`src/rtl/rse_pkg.sv`:
```
package rse_pkg;

    localparam int STACK_DEPTH_DEF = 16;
    localparam int FRAC_BITS_DEF   = 32;
    localparam int QUEUE_DEPTH     = 4;

    localparam logic [63:0] POS_MAX = 64'h7FFF_FFFF_FFFF_FFFF;
    localparam logic [63:0] NEG_MAX = 64'h8000_0000_0000_0000;

    typedef enum logic [2:0] {
        OP_DIGIT   = 3'd0,
        OP_ADD     = 3'd1,
        OP_SUB     = 3'd2,
        OP_MUL     = 3'd3,
        OP_DIV     = 3'd4,
        OP_MULTI   = 3'd5,
        OP_UNKNOWN = 3'd6,
        OP_END     = 3'd7
    } op_t;

    typedef enum logic [2:0] {
        ST_OK       = 3'd0,
        ST_MULTI    = 3'd1,
        ST_UNKNOWN  = 3'd2,
        ST_FEW      = 3'd3,
        ST_DIVZERO  = 3'd4,
        ST_STRUCT   = 3'd5,
        ST_OVERFLOW = 3'd6
    } status_t;

    typedef enum logic [1:0] {
        CLS_DIGIT,
        CLS_ARITH,
        CLS_ERROR,
        CLS_END
    } cls_t;

    typedef struct packed {
        cls_t        cls;
        op_t         op;
        logic [3:0]  dig;
        status_t     err;
    } tok_t;

    typedef enum logic [2:0] {
        EX_IDLE,
        EX_END_RD,
        EX_RD_B,
        EX_RD_A,
        EX_EXEC,
        EX_WAIT_MUL,
        EX_WAIT_DIV
    } ex_state_t;

    function automatic logic [63:0] magnitude(input logic [63:0] raw);
        magnitude = raw[63] ? (64'd0 - raw) : raw;
    endfunction

    // Saturated two's complement value from a sign and a wide magnitude.
    function automatic logic [63:0] from_mag(input logic neg, input logic hi_nz,
                                             input logic [63:0] lo);
        if (neg) begin
            if (hi_nz || lo > NEG_MAX)
                from_mag = NEG_MAX;
            else
                from_mag = 64'd0 - lo;
        end
        else begin
            if (hi_nz || lo > POS_MAX)
                from_mag = POS_MAX;
            else
                from_mag = lo;
        end
    endfunction

endpackage

```
`src/rtl/rse_front.sv`:
```
module rse_front
    import rse_pkg::*;
(
    input  logic       clk,
    input  logic       rst_n,
    input  logic       push,
    output logic       full,
    input  logic [2:0] opcode,
    input  logic [3:0] digit,
    output logic       head_valid,
    output tok_t       head,
    input  logic       head_pop
);

    localparam int PW = $clog2(QUEUE_DEPTH);
    localparam int CW = $clog2(QUEUE_DEPTH + 1);

    tok_t            q_mem [QUEUE_DEPTH];
    logic [PW-1:0]   wr_ptr_reg, rd_ptr_reg;
    logic [CW-1:0]   cnt_reg;
    tok_t            tok_in;
    logic            do_push, do_pop;

    // Classify the token on the way in so the back end decodes little.
    always_comb
    begin
        tok_in.op  = op_t'(opcode);
        tok_in.dig = digit;
        tok_in.err = ST_OK;
        case (op_t'(opcode))
            OP_DIGIT:   tok_in.cls = CLS_DIGIT;
            OP_ADD,
            OP_SUB,
            OP_MUL,
            OP_DIV:     tok_in.cls = CLS_ARITH;
            OP_MULTI:
            begin
                tok_in.cls = CLS_ERROR;
                tok_in.err = ST_MULTI;
            end
            OP_UNKNOWN:
            begin
                tok_in.cls = CLS_ERROR;
                tok_in.err = ST_UNKNOWN;
            end
            default:    tok_in.cls = CLS_END;
        endcase
    end

    assign full       = (cnt_reg == CW'(QUEUE_DEPTH));
    assign head_valid = (cnt_reg != '0);
    assign head       = q_mem[rd_ptr_reg];
    assign do_push    = push && !full;
    assign do_pop     = head_pop && head_valid;

    always_ff @(posedge clk)
    begin
        if (do_push)
            q_mem[wr_ptr_reg] <= tok_in;
    end

    always_ff @(posedge clk or negedge rst_n)
    begin
        if (!rst_n)
        begin
            wr_ptr_reg <= '0;
            rd_ptr_reg <= '0;
            cnt_reg    <= '0;
        end
        else
        begin
            if (do_push)
                wr_ptr_reg <= wr_ptr_reg + PW'(1);
            if (do_pop)
                rd_ptr_reg <= rd_ptr_reg + PW'(1);
            if (do_push && !do_pop)
                cnt_reg <= cnt_reg + CW'(1);
            else if (do_pop && !do_push)
                cnt_reg <= cnt_reg - CW'(1);
        end
    end

endmodule

```
`config.mk`:
```
export PLATFORM = sky130hd
export DESIGN_NAME = rse_front
export DESIGN_NICKNAME = d
export VERILOG_FILES = /design/src/rtl/rse_pkg.sv /design/src/rtl/rse_front.sv
export SDC_FILE = /design/constraint.sdc
export NUM_CORES = 1
export LEC_CHECK = 0
export ABC_AREA = 1
export BUFFER_PORTS_ARGS = -buffer_cell sky130_fd_sc_hd__buf_2
export CAP_MARGIN = 20
export CORE_UTILIZATION = 35
export CTS_CLUSTER_DIAMETER = 200
export DETAILED_ROUTE_END_ITERATION = 16
export SLEW_MARGIN = 20
export SYNTH_ARGS = -nofsm -noshare
export SYNTH_HDL_FRONTEND = slang
export SYNTH_SLANG_ARGS = --single-unit
```
`constraint.sdc`:
```
create_clock -name clk -period 3.1 [get_ports clk]
set_clock_uncertainty 0.15 [all_clocks]
set_input_delay 0.155 -clock clk [delete_from_list [all_inputs] [get_ports clk]]
set_output_delay 0.155 -clock clk [all_outputs]
set_load 0.02 [all_outputs]
```
# ---- Yosys cells after proc, flatten, opt, wreduce, memory -nomap -nowiden
# Memories as Yosys holds them, arrays and structs flattened.
# Index checks and enable logic that the tools add are counted.
dict set report totals {
  mem_count 1
  latch_bits 0
  mem_bits_ro 0
  ramBits 44
  reg_bits 7
  wordCells 33
}
dict set report op_classes {
  bitwise_logic 0
  shift 0
  n_reduce_logical 12
  n_addsub 4
  muxes 6
  div_mod_pow 0
  eq_ne 7
  n_mul 0
  magnitude_cmp 0
}
# name depth width rd rd_ports_with_merged_regs wr line
set mem_list {}
lappend mem_list {q_mem 4 11 1 0 1 rse_front.sv:18} ;# tok_t q_mem [QUEUE_DEPTH];
# op count
set ops {}
lappend ops {{$eq A3 B3 Y1 const B} 4}
lappend ops {{$eq A3 B2 Y1 const B} 2}
lappend ops {{$mux W3} 2}
lappend ops {{$pmux W2 S3} 1}
lappend ops {{$add A2 B1 Y2 const B} 2}
lappend ops {{$logic_and A1 B1 Y1} 4}
lappend ops {{$pmux W2 S2} 1}
lappend ops {{$reduce_or A4 Y1} 1}
lappend ops {{$add A3 B1 Y3 const B} 1}
lappend ops {{$eq A3 B1 Y1 const B} 1}
lappend ops {{$logic_not A1 Y1} 3}
lappend ops {{$logic_not A3 Y1} 1}
lappend ops {{$reduce_bool A3 Y1} 1}
lappend ops {{$sub A3 B1 Y3 const B} 1}
lappend ops {{$mux W1} 2}
lappend ops {{$reduce_bool A2 Y1} 1}
lappend ops {{$reduce_or A2 Y1} 1}

# ---- Longest topological paths before layout
# Gate-level depths: netlist of the first run.
dict set report logic_depth {
  ltp_word 7
  ltp_mapped 12
}

# ---- Least setup slack after synthesis of the first run
# Ideal clock, no wire load.
dict set report synth_timing {
  kind {reg-to-reg}
  from {register cnt_reg[0]}
  to {register cnt_reg[2]}
  t_required_ps 2833
  arrival_time_ps 1707
  path_buffers 0
  stages_incl_launch_ff 11
  setup_ps 117
  synth_period_minus_slack_ps 1974
  slack_ps 1126
  cell_sequence {dfrtp_1 inv_1 nand3_1 nand2_1 ha_1 inv_1 fa_1 nand2_1 nand3_1 nand2_1 nand2_1}
}
dict set report synth_via {
  elab_cells_between_ends 14
}
# item line
set synth_lines {}
lappend synth_lines {{from (decl)} rse_front.sv:20} ;# logic [CW-1:0] cnt_reg;
lappend synth_lines {{from (signal assigned)} rse_front.sv:77} ;# cnt_reg <= cnt_reg + CW'(1);
lappend synth_lines {{from (signal assigned)} rse_front.sv:79} ;# cnt_reg <= cnt_reg - CW'(1);
lappend synth_lines {{$reduce_bool A3 Y1 *} rse_front.sv:51} ;# assign head_valid = (cnt_reg != '0);
lappend synth_lines {{net head_valid} rse_front.sv:10} ;# output logic head_valid,
lappend synth_lines {{$logic_and A1 B1 Y1 *} rse_front.sv:54} ;# assign do_pop = head_pop && head_valid;
lappend synth_lines {{$logic_not A1 Y1} rse_front.sv:76} ;# if (do_push && !do_pop)
lappend synth_lines {{$logic_and A1 B1 Y1} rse_front.sv:76}
lappend synth_lines {{$mux W3 / $reduce_bool A2 Y1 (equally long branches)} --}
# Mark *: on every way through the listed nets, which the timed path passes. The rest lies on a longest branch. The select of a mux whose other input is x is not followed.
# A chain may end at the register's enable or synchronous reset.

# ---- Final worst setup path of the first run
dict set report layout_timing {
  from {register cnt_reg[0]}
  to {memory q_mem[0][6] in the netlist's numbering, enable pin}
}
dict set report layout_via {
  elab_chain_len 5
}
# item line
set layout_rtl {}
lappend layout_rtl {{$eq A3 B3 Y1} rse_front.sv:50} ;# assign full = (cnt_reg == CW'(QUEUE_DEPTH));
lappend layout_rtl {{$logic_not A1 Y1} rse_front.sv:53} ;# assign do_push = push && !full;
lappend layout_rtl {{$logic_and A1 B1 Y1} rse_front.sv:53}
lappend layout_rtl {{$mux W1} rse_front.sv:58} ;# if (do_push)
lappend layout_rtl {{$mux W1 (not written as such)} rse_front.sv:59} ;# q_mem[wr_ptr_reg] <= tok_in;
lappend layout_rtl {{to (decl)} rse_front.sv:18}
# Every way passes these cells.

==> run metrics, run 1 <==
Worst Hold Class=input port to asynchronous set/reset pin; Max-cap violations=0; postcts setup bufs=0; row cnt=28; R2R Path Start=cnt_reg[0]; CP required=2.88 ns; fill count=568; Critical Path Source Type=register; initial antenna violation count=0; setup_tns=0 ns; Root Driver=clkbuf_8; Num CTS Buffers=5; LEAKAGE=0.00116 µW; drt pass-1 iters=7; Final Setup Violations=0; Logic pwr share=0.386; highest-count cells in the layout ignoring fill and taps=nand2_1, edfxtp_1, inv_1; # clock sinks=51; Reg-to-Reg End=q_mem[0][6]; diodes inserted=0; # IOs=25; CP Max Fanout=11; clock share of power=0.195; area grow syn2layout=17.0%; crit path DAT=1.88 ns; Max Fclk=0.478 GHz; Distinct cells, synth=19; Via-to-Cell Ratio=4.50; fin util=0.436; Die X=82.4 µm; critical path type=register to register; crit path time final=2.09 ns; NetSw=941 µW; GP Congestion=0.830; post-route ant nets=0; Worst Tran Pin Value=0.914 ns; DP Area=2430 µm²; part of the power in registers=0.419; internal cell power=1460 µW; relative slew slack=0.388; max reg flops=44; clk_lat worst skew=0.31 ns; Vias=1,408; register bit count reported by yosys=51; DP HPWL=2.74 mm; Yosys Warn Count=0; Synth Net Count=218; Chip Height=82.4 µm; CTS tree=done; crit share post-route=0.675; Iter 0 DRT Violations=72; Pins Over Slew Limit=0; RSZ-0062 raised after global routing=no; routed len/inst=12.9 µm; R2R cell count=4; worst-case clock buffer depth=2; Worst-path clk slew=0.09 ns; Max VDD drop=0.389 mV; core area=6060 µm²; worst reg2reg setup slack=1.01 ns; P per Cell Area=909 nW/µm²; Worst setup EP type=register; layout cell share with drive strength beyond 1=0.147; status=finished, final reports clean; Fin. Hold Viols=0; final instance area=2640 µm²; vias in the first global route=1,332; pre-CTS WS=1.00 ns; port bufs=23; syn_area_per_cell=11.2 µm²; Initial Util=0.373; Remaining Overflow, GRT=0; wirelength, routed=4.03 mm; largest net degree at the start of global routing=46; Synth Instances=201; DRC=0; Net Sw Frac=0.391; fin worst setup slack=1.01 ns; Seq/Total Area, Yosys=0.662; area of the mapped netlist=2260 µm²; fin nets=254; most common cell after layout, fill and taps aside=nand2_1; Tot GR Track Use=0.142; full die area=6780 µm²; number of H-tree levels=2; global-route wire length before repair=6.74 mm
[per-layer routing]
metal / track usage / share of wire
met4: 0.0684 / 0.020
met1: 0.208 / 0.48
met2: 0.197 / 0.45
met3: 0.0330 / 0.053
met5: 0 / 0
[worst max path at each step]
stage	startpoint	cells after the start	slack, ns	endpoint
floorplan	cnt_reg[0]	10	1.13	cnt_reg[2]
detailed placement	cnt_reg[0]	4	1.00	q_mem[0][2]
global placement	cnt_reg[0]	4	1.10	q_mem[0][2]
finish	cnt_reg[0]	4	1.01	q_mem[0][6]
CTS	rd_ptr_reg[1]	4	0.96	head[10]
global route	rd_ptr_reg[1]	4	0.79	head[10]
[worst max-delay path: stages (launching register included)]
cell and delay [ns]:
dfrtp_1 0.44, inv_1 0.08, nand3_1 0.14, nand2_1 0.18, nor2_1 0.74
[power by group through the flow]
stage          clock (µW)  sequential [µW]  combinational (µW)
2_1_floorplan           0              987                 727
3_3_place_gp            0             1020                 920
3_5_place_dp            0             1020                 937
4_1_cts               474             1010                 948
5_1_grt               509             1030                1070
6_report              470             1010                 928
[final cells by class]
type,count,area (µm²),area share
Inverter,42,158,0.0596
Sequential cell,51,1500,0.566
Clock inverter,3,46.3,0.0175
Clock buffer,5,68.8,0.0260
Multi-Input combinational cell,101,543,0.205
Tap cell,75,93.8,0.0355
Timing Repair Buffer,36,238,0.0899
[what timing repair did]
action                    CTS  global route
gates resized for setup     0             0
hold buffers               10             0
hold endpoints to repair   38             0
[Yosys cell counts]
library cell,n,share of area
ha_1,5,0.028
o21ai_0,1,0.0022
nor2_1,6,0.010
fa_1,1,0.0089
inv_2,1,0.0017
dfrtp_1,7,0.078
xnor2_1,1,0.0039
inv_1,41,0.068
nand4_1,1,0.0028
buf_4,1,0.0033
buf_2,2,0.0044
edfxtp_1,44,0.58
o211ai_1,22,0.073
buf_6,4,0.020
conb_1,1,0.0017
a21oi_1,2,0.0044
nand3_1,7,0.016
nand2_1,53,0.088
nor3_1,1,0.0022
[stage by stage]
| stage | total power, µW | cells | hold slack, ns |
|---|---|---|---|
| floorplan | 1710 | 201 | -0.291 |
| global placement | 1940 | 295 | -0.149 |
| detailed placement | 1960 | 295 | -0.150 |
| CTS | 2430 | 313 | 0.0489 |
| global route | 2600 | 313 | 0.0617 |
| finish | 2400 | 313 | 0.0511 |
[logic make-up after synthesis]
group,after synthesis,synth area share
buffers and inverters,49,0.0975
flip-flops,51,0.662
adder cells (fa/ha/maj),6,0.0365
AND/OR/NAND/NOR,68,0.118
AO/OA/AOI/OAI,25,0.0797
XOR/XNOR,1,0.00388
other,1,0.00166
No activity file was read; power rests on OpenSTA's default activity.
==> inputs of run 2 (changes only) <==
Clock period 3.1 ns to 2 ns, I/O delays scaled along.
==> run metrics, run 2 (synthesis gave the netlist of run 1 again) <==
area grow syn2layout=20.4%; number of H-tree levels=2; most common cell after layout, fill and taps aside=nand2_1; Power Total=3720 µW; crit share post-route=0.920; Num CTS Buffers=5; GP Congestion=0.723; CP required=2.04 ns; status=finished, final reports clean; max reg flops=44; initial antenna violation count=0; DP HPWL=2.50 mm; Fin. Hold Viols=0; Crit-path slowest cell=dfrtp_1; WHS=0.384 ns; fin util=0.449; layout cell share with drive strength beyond 1=0.186; Die X=82.4 µm; Via-to-Cell Ratio=4.46; fin nets=263; fill count=567; largest net degree at the start of global routing=29; row cnt=28; CP Cell Sequence=inv_1 > nand3_2 > nand2_1 > inv_1 > ha_2 > inv_1 > fa_2 > nand2_1 > o21ai_0; R2R Path Start=cnt_reg[0]; wirelength, routed=3.83 mm; Remaining Overflow, GRT=0; # clock sinks=51; LEAKAGE=0.00120 µW; Max-cap violations=0; Critical Path Source=cnt_reg[0]; NetSw=1470 µW; Worst-path clk slew=0.10 ns; core area=6060 µm²; port bufs=23; diodes inserted=0; global-route wire length before repair=6.19 mm; Worst path most repeated cell=inv_1; CTS tree=done; Tot GR Track Use=0.126; Worst Hold Class=register to register; RSZ-0062 raised after global routing=no; Vias=1,435; Critical Path Source Type=register; internal cell power=2260 µW; highest-count cells in the layout ignoring fill and taps=nand2_1, edfxtp_1, inv_1; Logic pwr share=0.429; crit path time final=1.84 ns; vias in the first global route=1,363; full die area=6780 µm²; max incr delay on CP=0.43 ns; setup_tns=0 ns; DRC=0; Pins Over Slew Limit=0; Chip Height=82.4 µm; worst-case clock buffer depth=2; clk_lat worst skew=0.30 ns; Max Fclk=0.543 GHz; Worst setup EP type=register; Net Sw Frac=0.394; part of the power in registers=0.408; critical path type=register to register; drt pass-1 iters=4; Root Driver=clkbuf_8; Initial Util=0.373; Final Setup Violations=0; clock share of power=0.163; routed len/inst=11.9 µm; # IOs=25; crit path DAT=1.89 ns; Max VDD drop=0.676 mV; CP Max Fanout=4; Iter 0 DRT Violations=86; post-route ant nets=0; Hold Crit Start=cnt_reg[2]; P per Cell Area=1370 nW/µm²
run 2: cell types whose count changed in the layout (fill, tap and decap cells not counted), sizes merged:
cell,change
buf,+7
dlygate4sd3,+2
bufinv,-1
clkinv,+1
clkinvlp,-1
inv,+1
run 2: area by class of cell:
class	instances	area (µm²)	share of cell area
flip-flops and latches	51	1500	0.550
multi-input cells	101	556	0.204
inverters	42	158	0.0579
well taps	75	93.8	0.0345
repair buffers	45	323	0.119
clock inverters	3	26.3	0.00966
clock buffers	5	68.8	0.0253
run 2: worst paths after layout:
kind                                  to  slack [ns]  depth (start not counted)
setup / recovery              cnt_reg[1]        0.16                          9
max in group asynchronous     cnt_reg[1]        0.35                          4
setup reg to reg              cnt_reg[1]        0.16                          9
hold reg to reg               cnt_reg[2]        0.38                          2
min in group asynchronous  wr_ptr_reg[1]        0.49                          3
hold / removal                cnt_reg[2]        0.38                          2
run 2: worst max-delay path: cells and delay by family, from the launching register on:
kind / cells / cell delay (ns)
adders and majority gates: 2 / 0.61
buffers and inverters: 3 / 0.23
DFF: 1 / 0.43
and+or+nand+nor: 3 / 0.25
AOI/OAI and AO/OA: 1 / 0.07
run 2: per-stage QoR:
stage	instance area, µm²	setup WS [ns]	std cells
floorplan	2260	0.0259	201
global placement	2480	0.175	300
detailed placement	2480	0.101	300
CTS	2690	0.0825	320
global route	2720	0.0124	322
finish	2720	0.160	322
run 2: power by group through the flow:
stage	sequential [µW]	combinational, µW	clock, µW
finish	1520	1600	606
global route	1540	1830	671
CTS	1520	1580	628
detailed placement	1550	1560	0
global placement	1540	1540	0
floorplan	1530	1130	0
run 2: metal layers:
metal,GRT usage,wire length [µm]
met1,0.156,1770
met2,0.217,1910
met3,0.0275,97
met4,0.0474,55
met5,0,0
run 2: repair_timing:
action / 4_1_cts / 5_1_grt
endpoints found under the hold margin: 38 / 0
endpoints found under the setup margin: 0 / 2
buffers inserted: 0 / 2
resized for setup: 0 / 4
hold buffers: 12 / 0
